$ cat src/rtl/gtp_pkg.sv
// Types, constants and helper functions of the go-to-point controller.
`default_nettype none
package gtp_pkg;

  localparam int PosW  = 32;
  localparam int AngW  = 15;
  localparam int GainW = 24;
  localparam int AlimW = 14;
  localparam int ErrW  = 18;
  localparam int DistW = 33;
  localparam int DintW = 47;
  localparam int AccW  = 74;
  localparam int CordW = 44;
  localparam int ZW    = 20;

  localparam logic signed [ErrW-1:0] PI_Q12     = 18'sd12868;
  localparam logic signed [ErrW-1:0] TWO_PI_Q12 = 18'sd25736;
  localparam logic signed [ZW-1:0]   HALF_PI_Z  = 20'sd102944;

  localparam logic signed [PosW-1:0] PREV_XY_RST = 32'sd14746;
  localparam logic signed [15:0]     PREV_HD_RST = 16'sd6434;

  localparam logic [GainW-1:0] ROT_KP_RST  = 24'd655360;
  localparam logic [GainW-1:0] ROT_KI_RST  = 24'd655;
  localparam logic [GainW-1:0] LIN_KP_RST  = 24'd327680;
  localparam logic [GainW-1:0] LIN_KI_RST  = 24'd459;
  localparam logic [GainW-1:0] HEAD_KP_RST = 24'd1310720;
  localparam logic [GainW-1:0] HEAD_KI_RST = 24'd655;
  localparam logic [AlimW-1:0] ALIM_RST    = 14'd357;
  localparam logic [GainW-1:0] DLIM_RST    = 24'd3277;

  typedef enum logic [1:0] {
    MODE_ROT   = 2'd0,
    MODE_LIN   = 2'd1,
    MODE_CLOSE = 2'd2,
    MODE_TURN  = 2'd3
  } mode_t;

  typedef enum logic [2:0] {
    CFG_ROT_KP  = 3'd0,
    CFG_ROT_KI  = 3'd1,
    CFG_LIN_KP  = 3'd2,
    CFG_LIN_KI  = 3'd3,
    CFG_HEAD_KP = 3'd4,
    CFG_HEAD_KI = 3'd5,
    CFG_ALIM    = 3'd6,
    CFG_DLIM    = 3'd7
  } cfg_idx_t;

  typedef enum logic [2:0] {
    MS_SQX    = 3'd0,
    MS_SQY    = 3'd1,
    MS_KP_E   = 3'd2,
    MS_KI_I   = 3'd3,
    MS_LKP_D  = 3'd4,
    MS_LKI_HI = 3'd5,
    MS_LKI_LO = 3'd6
  } mul_sel_t;

  typedef struct packed {
    logic     goal_ld;
    logic     tick_ld;
    logic     turn;
    logic     prep;
    logic     sinit;
    logic     iterate;
    logic     err;
    logic     decide;
    logic     rot_int;
    logic     lin_int;
    logic     mul_en;
    logic     mul_clr;
    mul_sel_t mul_sel;
    logic     ang_ld;
    logic     lin_ld;
    logic     out_ld;
  } dp_cmd_t;

  typedef struct packed {
    logic  turn_rot;
    logic  solve_done;
    mode_t dec_mode;
  } dp_status_t;

  function automatic logic signed [ErrW-1:0] wrap_ang(input logic signed [ErrW-1:0] a);
    logic signed [ErrW-1:0] r;
    if (a <= -PI_Q12) begin
      r = a + TWO_PI_Q12;
    end else if (a > PI_Q12) begin
      r = a - TWO_PI_Q12;
    end else begin
      r = a;
    end
    return r;
  endfunction

  // arctan(2^-i) in units of 2^-16 rad
  function automatic logic [16:0] atan_at(input logic [3:0] i);
    logic [16:0] r;
    unique case (i)
      4'd0:  r = 17'd51472;
      4'd1:  r = 17'd30386;
      4'd2:  r = 17'd16055;
      4'd3:  r = 17'd8150;
      4'd4:  r = 17'd4091;
      4'd5:  r = 17'd2047;
      4'd6:  r = 17'd1024;
      4'd7:  r = 17'd512;
      4'd8:  r = 17'd256;
      4'd9:  r = 17'd128;
      4'd10: r = 17'd64;
      4'd11: r = 17'd32;
      4'd12: r = 17'd16;
      4'd13: r = 17'd8;
      4'd14: r = 17'd4;
      4'd15: r = 17'd2;
      default: r = 17'd0;
    endcase
    return r;
  endfunction

endpackage
`default_nettype wire

$ cat src/rtl/gtp_ctrl.sv
// Sequencer of the go-to-point controller: one state per datapath step.
`default_nettype none
module gtp_ctrl (
  input  wire logic                clk,
  input  wire logic                rst_n,
  input  wire logic                in_valid,
  input  wire logic                in_kind,
  output logic                     in_ready,
  input  wire logic                out_ready,
  output logic                     out_valid,
  input  wire gtp_pkg::dp_status_t status,
  output gtp_pkg::dp_cmd_t         cmd
);
  import gtp_pkg::*;

  typedef enum logic [18:0] {
    S_IDLE   = 19'h00001,
    S_TURN   = 19'h00002,
    S_PREP   = 19'h00004,
    S_SQX    = 19'h00008,
    S_SQY    = 19'h00010,
    S_SINIT  = 19'h00020,
    S_SOLVE  = 19'h00040,
    S_ERR    = 19'h00080,
    S_DECIDE = 19'h00100,
    S_RI     = 19'h00200,
    S_M1     = 19'h00400,
    S_M2     = 19'h00800,
    S_ANG    = 19'h01000,
    S_LI     = 19'h02000,
    S_LM1    = 19'h04000,
    S_LM2    = 19'h08000,
    S_LM3    = 19'h10000,
    S_LV     = 19'h20000,
    S_EMIT   = 19'h40000
  } state_t;

  state_t state_r, state_nxt;
  logic   out_valid_r, out_valid_nxt;
  logic   emit_fire;

  assign in_ready  = (state_r == S_IDLE);
  assign out_valid = out_valid_r;
  assign emit_fire = (state_r == S_EMIT) && (!out_valid_r || out_ready);

  always_comb begin
    state_nxt   = state_r;
    cmd         = '0;
    cmd.mul_sel = MS_SQX;
    unique case (state_r)
      S_IDLE: begin
        cmd.goal_ld = in_valid && !in_kind;
        cmd.tick_ld = in_valid && in_kind;
        if (in_valid && in_kind) state_nxt = S_TURN;
      end
      S_TURN: begin
        cmd.turn  = 1'b1;
        state_nxt = status.turn_rot ? S_RI : S_PREP;
      end
      S_PREP: begin
        cmd.prep  = 1'b1;
        state_nxt = S_SQX;
      end
      S_SQX: begin
        cmd.mul_en  = 1'b1;
        cmd.mul_clr = 1'b1;
        cmd.mul_sel = MS_SQX;
        state_nxt   = S_SQY;
      end
      S_SQY: begin
        cmd.mul_en  = 1'b1;
        cmd.mul_sel = MS_SQY;
        state_nxt   = S_SINIT;
      end
      S_SINIT: begin
        cmd.sinit = 1'b1;
        state_nxt = S_SOLVE;
      end
      S_SOLVE: begin
        cmd.iterate = 1'b1;
        if (status.solve_done) state_nxt = S_ERR;
      end
      S_ERR: begin
        cmd.err   = 1'b1;
        state_nxt = S_DECIDE;
      end
      S_DECIDE: begin
        cmd.decide = 1'b1;
        unique case (status.dec_mode)
          MODE_ROT: state_nxt = S_RI;
          MODE_LIN: state_nxt = S_LI;
          default:  state_nxt = S_EMIT;
        endcase
      end
      S_RI: begin
        cmd.rot_int = 1'b1;
        state_nxt   = S_M1;
      end
      S_M1: begin
        cmd.mul_en  = 1'b1;
        cmd.mul_clr = 1'b1;
        cmd.mul_sel = MS_KP_E;
        state_nxt   = S_M2;
      end
      S_M2: begin
        cmd.mul_en  = 1'b1;
        cmd.mul_sel = MS_KI_I;
        state_nxt   = S_ANG;
      end
      S_ANG: begin
        cmd.ang_ld = 1'b1;
        state_nxt  = S_EMIT;
      end
      S_LI: begin
        cmd.lin_int = 1'b1;
        state_nxt   = S_LM1;
      end
      S_LM1: begin
        cmd.mul_en  = 1'b1;
        cmd.mul_clr = 1'b1;
        cmd.mul_sel = MS_LKP_D;
        state_nxt   = S_LM2;
      end
      S_LM2: begin
        cmd.mul_en  = 1'b1;
        cmd.mul_sel = MS_LKI_HI;
        state_nxt   = S_LM3;
      end
      S_LM3: begin
        cmd.mul_en  = 1'b1;
        cmd.mul_sel = MS_LKI_LO;
        state_nxt   = S_LV;
      end
      S_LV: begin
        cmd.lin_ld = 1'b1;
        state_nxt  = S_M1;
      end
      S_EMIT: begin
        // hold until the output register is free
        cmd.out_ld = emit_fire;
        if (emit_fire) state_nxt = S_IDLE;
      end
      default: state_nxt = S_IDLE;
    endcase
  end

  always_comb begin
    out_valid_nxt = out_valid_r;
    if (emit_fire) begin
      out_valid_nxt = 1'b1;
    end else if (out_ready) begin
      out_valid_nxt = 1'b0;
    end
  end

  always_ff @(posedge clk) begin
    if (!rst_n) begin
      state_r     <= S_IDLE;
      out_valid_r <= 1'b0;
    end else begin
      state_r     <= state_nxt;
      out_valid_r <= out_valid_nxt;
    end
  end

endmodule
`default_nettype wire

$ cat config.mk
export PLATFORM = sky130hd
export DESIGN_NAME = gtp_ctrl
export DESIGN_NICKNAME = d
export VERILOG_FILES = /design/src/rtl/gtp_pkg.sv /design/src/rtl/gtp_ctrl.sv
export SDC_FILE = /design/constraint.sdc
export NUM_CORES = 1
export LEC_CHECK = 0
export ABC_AREA = 0
export ABC_CLOCK_PERIOD_IN_PS = 8100
export BUFFER_PORTS_ARGS = -buffer_cell sky130_fd_sc_hd__buf_4
export CAP_MARGIN = 10
export CORE_MARGIN = 4
export CORE_UTILIZATION = 30
export CTS_BUF_LIST = sky130_fd_sc_hd__clkbuf_2 sky130_fd_sc_hd__clkbuf_4 sky130_fd_sc_hd__clkbuf_8
export DETAILED_ROUTE_END_ITERATION = 8
export SYNTH_ARGS = -nofsm -noshare
export SYNTH_HDL_FRONTEND = slang
export SYNTH_SLANG_ARGS = --single-unit
$ cat constraint.sdc
create_clock -name clk -period 8.1 [get_ports clk]
set_clock_uncertainty 0.2 [all_clocks]
set_input_delay 0.81 -clock clk [delete_from_list [all_inputs] [get_ports clk]]
set_output_delay 0.81 -clock clk [all_outputs]
set_load 0.01 [all_outputs]
==> Yosys cells after proc, flatten, opt, wreduce, memory -nomap -nowiden <==
Index checks and enable logic that the tools add are counted.
{ "totals": {"ff_bits": 20, "inputBits": 9, "output_inout_bits": 20} }
{ "classes": {"eq_ne": 23, "mux": 23, "n_reduce_logical": 12} }
{ "ops": {"columns": ["op", "n"], "rows": [
  ["$pmux W19 S18", 1],
  ["$mux W19", 3],
  ["$pmux W19 S2", 1],
  ["$eq A19 B1 Y1 const B", 1],
  ["$eq A19 B10 Y1 const B", 1],
  ["$eq A19 B11 Y1 const B", 1],
  ["$eq A19 B12 Y1 const B", 1],
  ["$eq A19 B13 Y1 const B", 1],
  ["$eq A19 B14 Y1 const B", 1],
  ["$eq A19 B15 Y1 const B", 1],
  ["$eq A19 B16 Y1 const B", 1],
  ["$eq A19 B17 Y1 const B", 1],
  ["$eq A19 B18 Y1 const B", 1],
  ["$eq A19 B19 Y1 const B", 1],
  ["$eq A19 B2 Y1 const B", 1],
  ["$eq A19 B3 Y1 const B", 1],
  ["$eq A19 B4 Y1 const B", 1],
  ["$eq A19 B5 Y1 const B", 1],
  ["$eq A19 B6 Y1 const B", 1],
  ["$eq A19 B7 Y1 const B", 1],
  ["$eq A19 B8 Y1 const B", 1],
  ["$eq A19 B9 Y1 const B", 1],
  ["$pmux W3 S6", 1],
  ["$mux W1", 15],
  ["other kinds (14)", 18]
]} }

==> Logic depth before layout (Yosys ltp) <==
{ "logic_depth": {"ltp_word": 5, "depth_mapped": 8} }

==> Worst setup path before layout <==
Ideal clock, no wire load.
{ "synth_timing": {"path_type": "flip-flop to output port", "from": "reg state_r[1]", "to": "out cmd[7] (netlist bit)", "arrival_ns": 2.215, "t_required_ns": 7.090, "setup_slack_ns": 4.875, "stages_incl_launch_ff": 7, "path_buffers": 1, "path_cell_list": "dfxtp_1 buf_6 or4_4 or4_4 or4_4 and3b_1 inv_1"} }
{ "synth_rtl": {"columns": ["element", "line_no", "source"], "rows": [
  ["start: declaration", "gtp_ctrl.sv:38", "state_t state_r, state_nxt;"],
  ["start signal: assignment", "gtp_ctrl.sv:161", "state_r <= state_nxt;"],
  ["end: declaration", "gtp_ctrl.sv:12", "output gtp_pkg::dp_cmd_t cmd"]
]} }

==> results.md <==
* Most frequent cells in the layout: buf_4, nor2_1, dfxtp_1, nor4_1, nand2_1
* Area of the multi-input gates at 680.7 um^2
* Commonest non-fill, non-tap cell in the layout: buf_4
* Grt ovf at 0
* CP Depth at 7
* Clk_lat worst skew at 0.26 ns
* Fin Setup TNS at 0 ns
* Total core area at 3468 um^2
* Nets at 175
* Residual DRC at 0
* Full die area at 4793 um^2
* Clock root cell: clkbuf_8
* Ys async rst share at 0%
* Setup bufs post-CTS at 0
* Post-Syn Area at 1125 um^2
* Reg area at 400.4 um^2
* Clock buffer count from CTS at 3
* Outcome: finished clean
* CTS tree: built
* First-pass GRT wire length at 4774 um
* Final setup fails at 0
* H-tree depth at 1
* Net Count, Synth at 146
* WP data required at 7.09 ns
* Final WL at 2971 um
* Hpwl dp at 2347 um
* Worst VDD drop at 0.1187 mV
* Pleak at 0.0006132 uW
* Fin util at 41.38%
* R2R cell count at 6
* Via Count at 1087
* Seq/Total Area, Yosys at 35.60%
* Warnings from Yosys at 0
* Total track usage at 12.45%
* Flop2flop setup slack at 5.26 ns
* Final Hold Viols at 0
* Critical path's largest stage delay at 0.62 ns
* Initial Utilization at 32.43%
* Min-delay worst type: reg -> reg
* Crit end category: output pin
* Number of synthesized flops with an enable pin at 0
* RSZ-0062 raised after global routing: no
* Yosys top cell by area: dfxtp_1
* Crit share post-route at 45.62%
* Crit path max-delay family: simple AND/OR/NAND/NOR gates
* Cell count after synthesis at 137
* Share of layout cells above drive strength 1 at 24.85%
* Critical path, cell by cell: or4_1 > nor4_1 > nand3_1 > o31ai_1 > and3b_1 > inv_1 > buf_4
* Via density per instance at 5.152
* ANT cells at 0
* Pins Over Slew Limit at 0
* Placer Congestion at 0.8379
* Fraction of post-synthesis cell area in the top cell type by area at 35.60%
* # IOs at 29
* Mean Syn Cell Area at 8.210 um^2
* # Max-Cap Violations at 0
* Die Span Y at 69.23 um
* Post-CTS sizing at 0
* Crit path capture: cmd[7]
* Worst Path Arrival at 2.69 ns
* Dominant synthesized flop cell: dfxtp_1
* Netlist cell types at 37
* WP buf/inv at 2
* Worst r2r src: state_r[12]
* TritonRoute pass-1 iters at 4
* Area Growth Syn to Fin at 27.59%
* Pin count of the biggest net entering global routing at 13
* Vias in the first global route at 986
* Area contributors post-synth: dfxtp_1, nor2_1, nor4_1, or4_4, xnor2_1
* Antenna violations before repair at 0
* Clock slew at reported path FFs at 0.08 ns
* Minimum clock period at 3.696 ns
* Max-slew headroom at 53.00%
* CTS Sinks at 20
* Post-route ant nets at 0
* Fmax at 0.2706 GHz
* Clock buffer depth at 2
* Cell Rows at 21
* Die width at 69.23 um
* Crit path kind: reg -> out
* Startpoint types: register
* Layout filler cell count at 373
* Slew @ Worst Pin at 0.6986 ns
* Crit path max fanout at 7
* Synth Register Bits at 20
* Drt wl/cell at 14.08 um
* Reg2reg end: state_r[9]
* Crit path max-delay cell type: nor4_1
* CTS Hold Bufs at 0
* Power per Cell Area at 241.7 nW/um^2
* First DRT Iteration DRCs at 38
* Critical path origin: state_r[12]
* IO buf count at 28
==> layout make-up <==
| type | count | share of cell area (%) |
|---|---|---|
| sequential | 20 | 27.90 |
| clock buffer | 3 | 2.877 |
| inverter | 4 | 1.046 |
| tap | 46 | 4.010 |
| clock inverter | 1 | 2.092 |
| multi-input combinational | 109 | 47.43 |
| timing repair buffer | 28 | 14.65 |
==> flip-flops by register name, summed over array words and instances (netlist names) <==
| signal | count |
|---|---|
| state_r | 19 |
| out_valid | 1 |
==> tightest hold or removal path: stages, from the launching register on <==
cell     delay, ns
dfxtp_1       0.37
nand4_1       0.11
nor2_1        0.05
==> per-layer routing <==
| layer | track usage (%) | part of all wire (%) | vias up |
|---|---|---|---|
| met5 | 0 | 0 | - |
| met4 | 5.857 | 1.9 | 0 |
| met3 | 2.754 | 6.1 | 4 |
| met2 | 20.02 | 46 | 34 |
| met1 | 15.72 | 46 | 496 |
| li1 | - | - | 553 |
==> stage by stage <==
step                total power [uW]  instances  worst slack (ns)  area [um^2]  hold WS, ns
global route                   366.7        211             4.206         1435       0.4018
global placement               245.9        207             4.753         1364       0.3493
detailed placement             245.5        207             4.735         1364       0.3444
floorplan                      214.0        137             4.875         1125       0.2919
finish                         346.9        211             4.404         1435       0.3646
CTS                            346.6        211             4.425         1435       0.3669
==> cell usage after synthesis (3+ instances only) <==
| cell type | n |
|---|---|
| nor2_1 | 23 |
| dfxtp_1 | 20 |
| nor4_1 | 8 |
| nand2_1 | 7 |
| nand3_1 | 6 |
| and2_1 | 5 |
| nor3_1 | 5 |
| inv_1 | 4 |
| nor3b_1 | 4 |
| or4_4 | 4 |
| xnor2_1 | 4 |
| a21oi_1 | 3 |
| and3b_1 | 3 |
| nand3b_1 | 3 |
| nand4_1 | 3 |
| nor2b_1 | 3 |
| or3_1 | 3 |
| or4_1 | 3 |
==> cells by family (layout without fill, tap and decap cells) <==
| logic type | Yosys count | after routing | share of synthesized area, % |
|---|---|---|---|
| and+or+nand+nor | 92 | 92 | 49.61 |
| DFF | 20 | 20 | 35.59 |
| AOI/OAI and AO/OA | 11 | 11 | 6.229 |
| buffers and inverters | 8 | 36 | 3.893 |
| xor gates and xnor gates | 6 | 6 | 4.672 |
==> report_power, final <==
group	internal [uW]	leakage [uW]	total [uW]	switching [uW]
Combinational	55.2	0.000416	128	72.5
Sequential	105	0.000162	117	12.0
Clock	66.0	0.0000357	102	36.0
Total	227	0.000613	347	120
==> worst min path at each step <==
stage	startpoint	to	slack (ns)	depth (start not counted)
after floorplan	state_r[8]	state_r[13]	0.29	2
after CTS	state_r[11]	state_r[12]	0.37	2
after global placement	state_r[11]	state_r[12]	0.35	2
after global routing	state_r[11]	state_r[12]	0.40	2
after detailed placement	state_r[11]	state_r[12]	0.34	2
final	state_r[11]	state_r[12]	0.36	2
Power figures use the tool's default switching activity.
